--- src/rtl/core/cfba_pkg.sv ---
// Shared types and constants for the circular fractional boxcar average unit.
// Holds the item and result structs, the controller command and status structs,
// the controller states and the derived datapath widths. Depends on nothing.
package cfba_pkg;

	// Sample format and default store depth
	localparam int SAMPLE_BITS     = 24;
	localparam int MAX_SAMPLES_DEF = 1024;

	// Fixed field widths
	localparam int POS_W    = 10;
	localparam int VLEN_W   = 11;
	localparam int WIN_W    = 19;
	localparam int WIN_FRAC = 8;
	localparam int INV_W    = 24;

	// Half count and edge weight
	localparam int H_W  = WIN_W - WIN_FRAC - 1;
	localparam int FW_W = WIN_FRAC + 2;

	// Remainder unit: both dividends share one step count
	localparam int DVD_W     = (POS_W > H_W) ? POS_W : H_W;
	localparam int MOD_CNT_W = $clog2(DVD_W);

	// Accumulation and product widths
	localparam int CNT_IN_W = H_W + 1;
	localparam int EDGE_W   = SAMPLE_BITS + 1;
	localparam int INNER_W  = SAMPLE_BITS + H_W + 1;
	localparam int EPROD_W  = FW_W + 1 + EDGE_W;
	localparam int SUM_W    = INNER_W + WIN_FRAC + 2;
	localparam int LO_W     = 32;
	localparam int MAG_W    = (SUM_W > LO_W) ? SUM_W : LO_W + 1;
	localparam int HI_W     = MAG_W - LO_W;
	localparam int R_W      = HI_W + INV_W;

	// Saturation bounds on the rounded magnitude
	localparam logic [R_W-1:0] SAT_POS = R_W'((64'd1 << (SAMPLE_BITS - 1)) - 64'd1);
	localparam logic [R_W-1:0] SAT_NEG = R_W'(64'd1 << (SAMPLE_BITS - 1));

	// Configuration port
	localparam int CFG_IDX_W  = 2;
	localparam int CFG_DATA_W = 24;
	localparam logic [WIN_W-1:0] WIN_RESET = WIN_W'(512);
	localparam logic [INV_W-1:0] INV_RESET = INV_W'(8388608);

	typedef enum logic [CFG_IDX_W-1:0] {
		REG_VECTOR_LENGTH = 2'd0,
		REG_WINDOW_WIDTH  = 2'd1,
		REG_INVERSE_WIDTH = 2'd2
	} cfg_reg_t;

	typedef enum logic {
		OP_WRITE = 1'b0,
		OP_QUERY = 1'b1
	} op_t;

	typedef struct packed {
		op_t                            op;
		logic [POS_W-1:0]               position;
		logic signed [SAMPLE_BITS-1:0]  sample;
	} item_t;

	typedef struct packed {
		logic [POS_W-1:0]               result_position;
		logic signed [SAMPLE_BITS-1:0]  averaged;
	} result_t;

	typedef enum logic [1:0] {
		RD_NONE  = 2'd0,
		RD_EDGE  = 2'd1,
		RD_INNER = 2'd2
	} rd_kind_t;

	typedef enum logic [3:0] {
		ST_IDLE,
		ST_MOD,
		ST_WRITE,
		ST_PTRS,
		ST_RD_LO,
		ST_RD_HI,
		ST_RD_INNER,
		ST_DRAIN,
		ST_SUM,
		ST_MAG,
		ST_MUL_LO,
		ST_MUL_HI,
		ST_FIN
	} state_t;

	typedef struct packed {
		logic mod_start;
		logic mod_step;
		logic wr_en;
		logic ptr_load;
		logic rd_lo;
		logic rd_hi;
		logic rd_inner;
		logic sum_en;
		logic mag_en;
		logic mul_lo_en;
		logic mul_hi_en;
		logic fin_en;
	} dp_cmd_t;

	typedef struct packed {
		logic is_query;
		logic h_zero;
		logic inner_last;
	} dp_stat_t;

endpackage

--- src/rtl/core/cfba_ctrl.sv ---
// Sequencing state machine for the boxcar average unit.
// Issues datapath commands for writes and queries; uses cfba_pkg.
module cfba_ctrl (
	input  logic               clk,
	input  logic               arst_n,
	input  logic               start,
	input  cfba_pkg::dp_stat_t stat,
	output cfba_pkg::dp_cmd_t  cmd,
	output logic               busy
);
	import cfba_pkg::*;

	state_t                 state_q;
	state_t                 state_nxt;
	logic [MOD_CNT_W-1:0]   mod_cnt_q;
	logic                   mod_last;

	assign mod_last = (mod_cnt_q == MOD_CNT_W'(DVD_W - 1));

	// Hold state and step count
	always_ff @(posedge clk or negedge arst_n) begin
		if (!arst_n) begin
			state_q   <= ST_IDLE;
			mod_cnt_q <= '0;
		end else begin
			state_q <= state_nxt;
			if (state_q == ST_MOD) begin
				mod_cnt_q <= mod_cnt_q + MOD_CNT_W'(1);
			end else begin
				mod_cnt_q <= '0;
			end
		end
	end

	// Next state
	always_comb begin
		state_nxt = state_q;
		case (state_q)
			ST_IDLE: begin
				if (start) state_nxt = ST_MOD;
			end
			ST_MOD: begin
				if (mod_last) state_nxt = stat.is_query ? ST_PTRS : ST_WRITE;
			end
			ST_WRITE:    state_nxt = ST_IDLE;
			ST_PTRS:     state_nxt = ST_RD_LO;
			ST_RD_LO:    state_nxt = ST_RD_HI;
			ST_RD_HI: begin
				state_nxt = stat.h_zero ? ST_DRAIN : ST_RD_INNER;
			end
			ST_RD_INNER: begin
				if (stat.inner_last) state_nxt = ST_DRAIN;
			end
			ST_DRAIN:    state_nxt = ST_SUM;
			ST_SUM:      state_nxt = ST_MAG;
			ST_MAG:      state_nxt = ST_MUL_LO;
			ST_MUL_LO:   state_nxt = ST_MUL_HI;
			ST_MUL_HI:   state_nxt = ST_FIN;
			ST_FIN:      state_nxt = ST_IDLE;
			default:     state_nxt = ST_IDLE;
		endcase
	end

	// Commands to the datapath
	always_comb begin
		cmd           = '0;
		cmd.mod_start = (state_q == ST_IDLE) && start;
		cmd.mod_step  = (state_q == ST_MOD);
		cmd.wr_en     = (state_q == ST_WRITE);
		cmd.ptr_load  = (state_q == ST_PTRS);
		cmd.rd_lo     = (state_q == ST_RD_LO);
		cmd.rd_hi     = (state_q == ST_RD_HI);
		cmd.rd_inner  = (state_q == ST_RD_INNER);
		cmd.sum_en    = (state_q == ST_SUM);
		cmd.mag_en    = (state_q == ST_MAG);
		cmd.mul_lo_en = (state_q == ST_MUL_LO);
		cmd.mul_hi_en = (state_q == ST_MUL_HI);
		cmd.fin_en    = (state_q == ST_FIN);
		busy          = (state_q != ST_IDLE);
	end

endmodule

--- config.mk ---
export PLATFORM = sky130hd
export DESIGN_NAME = cfba_ctrl
export DESIGN_NICKNAME = d
export VERILOG_FILES = /design/src/rtl/core/cfba_pkg.sv /design/src/rtl/core/cfba_ctrl.sv
export SDC_FILE = /design/constraint.sdc
export NUM_CORES = 1
export LEC_CHECK = 0
export ABC_AREA = 1
export BUFFER_PORTS_ARGS = -buffer_cell sky130_fd_sc_hd__buf_2
export CORE_AREA = 2 2 39 41
export CTS_CLUSTER_SIZE = 25
export DETAILED_ROUTE_END_ITERATION = 16
export DIE_AREA = 0 0 41 43
export PLACE_DENSITY = 0.6
export SLEW_MARGIN = 10
export SYNTH_ARGS = -nofsm -noshare
export SYNTH_HDL_FRONTEND = slang
export SYNTH_SLANG_ARGS = --single-unit
--- constraint.sdc ---
create_clock -name clk -period 1.21 [get_ports clk]
set_input_delay 0.363 -clock clk [delete_from_list [all_inputs] [get_ports clk]]
set_output_delay 0.363 -clock clk [all_outputs]
set_load 0.03 [all_outputs]
==> flow_summary_export.csv, run 1 <==
group,metric,value,unit
outcome,status,"complete, but fails checks",
outcome,violations,"setup timing",
timing,worstMarginPinSlew,0.2034,ns
layout,utilization,70.71,%
floorplanning,row_count,14,
cts,cts_root_buf,"clkbuf_4",
global_routing,grtUsageTotal,17.01,%
synthesis,ys_warn_count,0,
routing,viasPerCell,4.504,
layout,num-nets-final,118,
setup_path,crit_path_start_kind,"flop",
placement,gp_congestion,0.6986,
floorplanning,start_util,36.26,%
power_and_ir_drop,p_int,1363,uW
power_and_ir_drop,peakVddDrop,1.397,mV
global_routing,grt-ovfl-total,0,
setup_path,rrSetupSlack,-0.10,ns
setup_path,required,0.85,ns
routing,vias,563,
routing,dr.pass1.iters,2,
global_routing,grt_pass1_vias,513,
synthesis,yosysTopAreaCellShare,39.90,%
power_and_ir_drop,pwr-share-seq,19.0,%
min_path,hold_class,"primary input to flop",
cts,clockBufferDepth,2,
floorplanning,die_area,1763,sq um
routing,drc,0,
cts,htreeDepth,1,
cts,clkLatencyLatePin,0.26,ns
synthesis,async_reset_ff_share,100.0,%
global_routing,grt_antenna_before_repair,0,
timing,finalSetupViolCount,15,
power_and_ir_drop,power.density,2815,nW/um^2
setup_path,critPathMaxFanout,6,
cts,numCtsBuffers,3,
synthesis,synth-edff-count,0,
placement,port_buffers,18,
power_and_ir_drop,power_frac_comb,73.1,%
power_and_ir_drop,swShare,50.51,%
synthesis,synth_flop_cell,"dfrtp_1",
timing,max-slew-margin-rel,86.41,%
cts,clkSinkCount,8,
routing,drt_iter0_drc,2,
layout,insertedDiodeCount,0,
floorplanning,die-height,43,um
routing,routed_wirelength,1327,um
power_and_ir_drop,leakage,0.0004643,uW
cts,cts_tree,"done",
setup_path,end_kind,"primary output",
timing,hold_viol,0,
synthesis,synthTopCellsByCount,"19 x nor2_1, 14 x nand2_1, 8 x dfrtp_1, 8 x inv_1, 5 x nand3_1",
placement,hpwl,954.8,um
layout,fillers,112,
synthesis,synth_area_leaders,"dfrtp_1 40%, nor2_1 14%, nand2_1 10%, inv_1 6.0%, ha_1 5.0%",
layout,drive_gt1_share,67.89,%
routing,wl_per_cell,10.62,um
timing,clock_skew,0.008897,ns
timing,fin_crit,1.594,ns
timing,slew_viol_final,0,
layout,syn2layout_area_growth,95.01,%
synthesis,syn_inst,72,
power_and_ir_drop,power,2754,uW
floorplanning,core-area,1384,sq um
timing,clock.fmax,627.4,MHz
power_and_ir_drop,power_switching,1391,uW
routing,ant_nets,0,
synthesis,mappedNetlistArea,501.7,sq um
floorplanning,io_pins,19,
cts,clk_pin_slew,0.06,ns
synthesis,seq_area_frac_synth,39.90,%
synthesis,ys_ff_latch,8,
setup_path,path_class,"flop to primary output",
layout,seq_area,205.2,sq um
run,cap_violations,0,
timing,rsz0062_at_grt,"true",
power_and_ir_drop,pwr-share-clk,7.9,%
synthesis,synth_cell_type_count,16,
synthesis,syn_nets,80,
global_routing,grt_max_degree,9,
synthesis,synth_area_leader_cell,"dfrtp_1",
layout,multi_input_area,387.9,sq um
timing,post-route-period-util,131.7,%
synthesis,syn_area_per_cell,6.968,sq um
timing,setup_ws,-0.3838,ns
synthesis,synth_most_common_cell,"nor2_1",
setup_path,critical_path_arrival,1.23,ns
floorplanning,die_w,41,um
global_routing,grt_pass1_wl,2001,um
-- what timing repair did --
| item | CTS | global route |
|---|---|---|
| hold buffers | 1 | 0 |
| endpoints found under the setup margin | 15 | 16 |
| gates resized for setup | 34 | 11 |
| pin swaps | 5 | 7 |
| hold endpoints to repair | 8 | 0 |
| setup buffers | 2 | 3 |
| gates cloned | 0 | 0 |
-- worst paths after layout --
check / startpoint / endpoint / cells after the start
min in group asynchronous: arst_n / mod_cnt_q[2]$_DFF_PN0_ / 2
max in group asynchronous: arst_n / state_q[3]$_DFFE_PN0P_ / 2
min: stat[0] / state_q[1]$_DFFE_PN0P_ / 4
max reg2reg: state_q[0]$_DFFE_PN0P_ / state_q[0]$_DFFE_PN0P_ / 9
max: state_q[0]$_DFFE_PN0P_ / cmd[0] / 4
min reg2reg: mod_cnt_q[0]$_DFF_PN0_ / mod_cnt_q[0]$_DFF_PN0_ / 2
-- worst max-delay path: stages, from the launching register on --
cell and delay [ns]:
dfrtp_2 0.47, nor2_4 0.15, inv_4 0.07, nor3_4 0.13, buf_6 0.15
-- cell type report --
class / count / area share (%)
sequential: 8 / 20.97
timing repair buffer: 33 / 29.80
clock buffer: 4 / 2.685
multi-input combinational: 52 / 39.64
tap: 16 / 2.046
inverter: 12 / 4.859
-- kinds of logic (layout without fill, tap and decap cells) --
family | after synthesis | count (layout) | synth area share [%]
and+or+nand+nor | 44 | 44 | 37.90
buffers and inverters | 12 | 49 | 8.977
DFF | 8 | 8 | 39.90
AOI/OAI and AO/OA | 4 | 4 | 4.738
adders and majority gates | 2 | 2 | 4.987
xor gates and xnor gates | 2 | 2 | 3.492
-- routing by layer --
layer  track usage (%)  wire, um  part of all wire [%]
met5                 0         0                     0
met4             6.000        13                  0.98
met3             3.141        56                   4.2
met2             30.00       753                    57
met1             18.86       504                    38
-- sequential cells by signal, summed over array words and instances, names as in the netlist --
| name | flops |
|---|---|
| state_q | 4 |
| mod_cnt_q | 4 |
-- per-stage QoR --
step | area (sq um) | setup slack (ns) | setup TNS [ns] | hold WS (ns) | cells
2_1_floorplan | 584.3 | -0.1512 | -0.9477 | 0.06741 | 72
3_3_place_gp | 777.0 | -0.1849 | -1.745 | 0.2113 | 117
3_5_place_dp | 777.0 | -0.2205 | -1.921 | 0.2153 | 117
4_1_cts | 928.4 | -0.3702 | -4.381 | 0.3968 | 124
5_1_grt | 978.4 | -0.4393 | -5.440 | 0.4018 | 125
6_report | 978.4 | -0.3838 | -4.546 | 0.4002 | 125
-- cells in the final DEF, fill, tap and decap left out, drive strengths merged --
master	synthesis	routed
inv	12	12
clkbuf	0	4
o2bb2ai	1	1
ha	2	2
xor2	1	1
xnor2	1	1
dfrtp	8	8
a21oi	1	1
buf	0	32
dlygate4sd3	0	1
nor3	1	1
nand3	5	5
nand2	16	16
nor2	22	22
o21ai	2	2
-- power groups by stage --
stage / Combinational, uW / Sequential (uW) / Clock [uW]
floorplan: 1060 / 493 / 0
global placement: 1550 / 487 / 0
detailed placement: 1570 / 488 / 0
CTS: 1860 / 512 / 229
global route: 2170 / 536 / 238
finish: 2010 / 522 / 217
No activity file was read; power rests on OpenSTA's default activity.
==> run 2: changes to the inputs <==
--- a/config.mk
+++ b/config.mk
@@ -6,12 +6,12 @@
 export NUM_CORES = 1
 export LEC_CHECK = 0
 export ABC_AREA = 1
-export BUFFER_PORTS_ARGS = -buffer_cell sky130_fd_sc_hd__buf_2
 export CORE_AREA = 2 2 39 41
 export CTS_CLUSTER_SIZE = 25
 export DETAILED_ROUTE_END_ITERATION = 16
 export DIE_AREA = 0 0 41 43
-export PLACE_DENSITY = 0.6
+export DONT_BUFFER_PORTS = 1
+export PLACE_DENSITY = 0.48
 export SLEW_MARGIN = 10
 export SYNTH_ARGS = -nofsm -noshare
 export SYNTH_HDL_FRONTEND = slang
==> run 2 against run 1 <==
Worst hold slack got worse by 0.084 ns. Largest cell class unchanged. Critical endpoint unchanged. The flow still finishes with violations (setup timing). Flip-flop and latch count unchanged. Sequential power increased by 1%. Clock-buffer cell count unchanged. Global-route usage decreased by 0.63 points. Largest power group unchanged. Clock power increased by 2%. Die area unchanged. Final cell count decreased by 11%. Register-to-register slack improved by 0.02 ns.
==> flow_summary_export.csv, run 2 (same netlist as run 1, synthesis figures left out) <==
group,metric,value,unit
setup_path,critical_path_arrival,1.23,ns
outcome,status,"complete, but fails checks",
floorplanning,io_pins,19,
layout,mostFrequentLayoutCells,"12 x buf_4, 11 x nor2_4, 10 x nand2_1, 8 x nor2_1",
global_routing,grt_antenna_before_repair,0,
floorplanning,die_area,1763,sq um
cts,clkSinkCount,8,
floorplanning,row_count,14,
placement,hpwl,966.6,um
power_and_ir_drop,power_switching,1332,uW
cts,numCtsBuffers,3,
setup_path,required,0.85,ns
cts,clockBufferDepth,2,
cts,htreeDepth,1,
setup_path,path_class,"flop to primary output",
placement,gp_congestion,0.7434,
run,cap_violations,0,
layout,insertedDiodeCount,0,
cts,clk_pin_slew,0.05,ns
layout,final_common_cell,"buf_4",
setup_path,end_kind,"primary output",
timing,clock.fmax,629.4,MHz
setup_path,slowest_delay,0.46,ns
global_routing,grt-ovfl-total,0,
layout,biggestRegsByFlops,"mod_cnt_q x4, state_q x4",
routing,drc,0,
routing,drt_iter0_drc,6,
timing,whs,0.3159,ns
routing,viasPerCell,4.550,
routing,top_layer_used,"met4",
routing,wl_met2,576,um
floorplanning,core-area,1384,sq um
power_and_ir_drop,swShare,53.03,%
routing,wl_met1,531,um
timing,setup_ws,-0.3788,ns
routing,routed_wirelength,1206,um
routing,dr.pass1.iters,2,
routing,ant_nets,0,
cts,cts_tree,"done",
timing,finalSetupViolCount,19,
cts,cts_root_buf,"clkbuf_4",
power_and_ir_drop,peakVddDrop,1.297,mV
cts,clkLatencyLatePin,0.26,ns
global_routing,grt_pass1_wl,1828,um
timing,worstMarginPinSlew,0.3770,ns
timing,fin_crit,1.589,ns
setup_path,worstPathCellList,"nor2_4, inv_4, nor3_4, buf_12",
timing,post-route-period-util,131.3,%
layout,drive_gt1_share,56.84,%
timing,slew_viol_final,0,
global_routing,grt_pass1_vias,455,
global_routing,grtUsageTotal,16.38,%
floorplanning,die-height,43,um
layout,syn2layout_area_growth,70.82,%
timing,hold_viol,0,
power_and_ir_drop,pwr-share-clk,8.8,%
setup_path,crit_slowest_cell,"dfrtp_2",
floorplanning,start_util,36.26,%
routing,wl_met3,66,um
power_and_ir_drop,pwr-share-seq,21.0,%
power_and_ir_drop,p_int,1180,uW
timing,max-slew-margin-rel,74.78,%
layout,num-nets-final,104,
outcome,violations,"setup timing",
timing,clock_skew,0.002282,ns
placement,pre_cts_slack,-0.1307,ns
global_routing,grt_max_degree,9,
routing,wl_per_cell,10.86,um
floorplanning,die_w,41,um
setup_path,critPathMaxFanout,6,
setup_path,crit_path_start_kind,"flop",
min_path,hold_class,"primary input to flop",
power_and_ir_drop,leakage,0.0003963,uW
placement,port_buffers,0,
setup_path,crit_family,"flip-flops",
timing,rsz0062_at_grt,"true",
routing,vias,505,
setup_path,crit_buf_inv,2,
power_and_ir_drop,power.density,2931,nW/um^2
power_and_ir_drop,power_frac_comb,70.2,%
-- run 2: changes by cell type in the layout (fill, tap and decap cells not counted), moves of 2 or more --
cell,delta
nor2_1,+3
nand3_1,+2
nand2_2,-2
buf_6,-10
buf_2,-6
nor2_2,-4
-- run 2: worst paths after layout --
path | start | endpoint | slack, ns | cells past startpoint
worst max-delay path | state_q[0]$_DFFE_PN0P_ | cmd[0] | -0.38 | 4
worst min-delay path | stat[2] | state_q[0]$_DFFE_PN0P_ | 0.32 | 4
worst max register to register | state_q[3]$_DFFE_PN0P_ | state_q[1]$_DFFE_PN0P_ | -0.08 | 7
worst min register to register | mod_cnt_q[0]$_DFF_PN0_ | mod_cnt_q[0]$_DFF_PN0_ | 0.54 | 2
max in group asynchronous | arst_n | state_q[2]$_DFFE_PN0P_ | 0.46 | 1
min in group asynchronous | arst_n | mod_cnt_q[3]$_DFF_PN0_ | 0.46 | 1
-- run 2: power groups by stage --
stage / clock (uW) / sequential (uW) / combinational [uW]
final: 221 / 527 / 1760
after global routing: 249 / 545 / 1910
after CTS: 235 / 513 / 1640
after detailed placement: 0 / 491 / 1520
after global placement: 0 / 489 / 1520
after floorplan: 0 / 493 / 1060
-- run 2: timing repair --
item                       CTS  global route
setup endpoints to repair   19            19
resized for setup           11             9
buffers inserted             1             1
hold buffers                 1             0
hold endpoints to repair     8             0
pin swaps                    8             9
-- run 2: per-stage QoR --
stage / util, % / total power, uW / cells / TNS (ns) / cell area (sq um)
after floorplan: - / 1553 / 72 / -0.9477 / 584.3
after global placement: 53.25 / 2005 / 104 / -1.315 / 737.0
after detailed placement: 53.25 / 2013 / 104 / -1.482 / 737.0
after CTS: 58.68 / 2389 / 110 / -4.496 / 812.0
after global routing: 61.93 / 2700 / 111 / -5.427 / 857.1
final: 61.93 / 2512 / 111 / -4.250 / 857.1
-- run 2: per-layer routing --
layer | track usage, % | vias to the layer above
li1 | - | 266
met1 | 18.46 | 220
met2 | 24.69 | 15
met3 | 3.141 | 4
met4 | 14.00 | 0
met5 | 0 | -
-- run 2: tightest hold or removal path, delay by kind of cell --
family	cells	cell delay [ns]
and+or+nand+nor	4	0.18
-- run 2: final cells by class --
class | instances | area [sq um]
Clock buffer | 4 | 26.28
Fill cell | 137 | 526.8
Inverter | 12 | 50.05
Multi-Input combinational cell | 52 | 379.1
Sequential cell | 8 | 205.2
Tap cell | 16 | 20.02
Timing Repair Buffer | 19 | 176.4
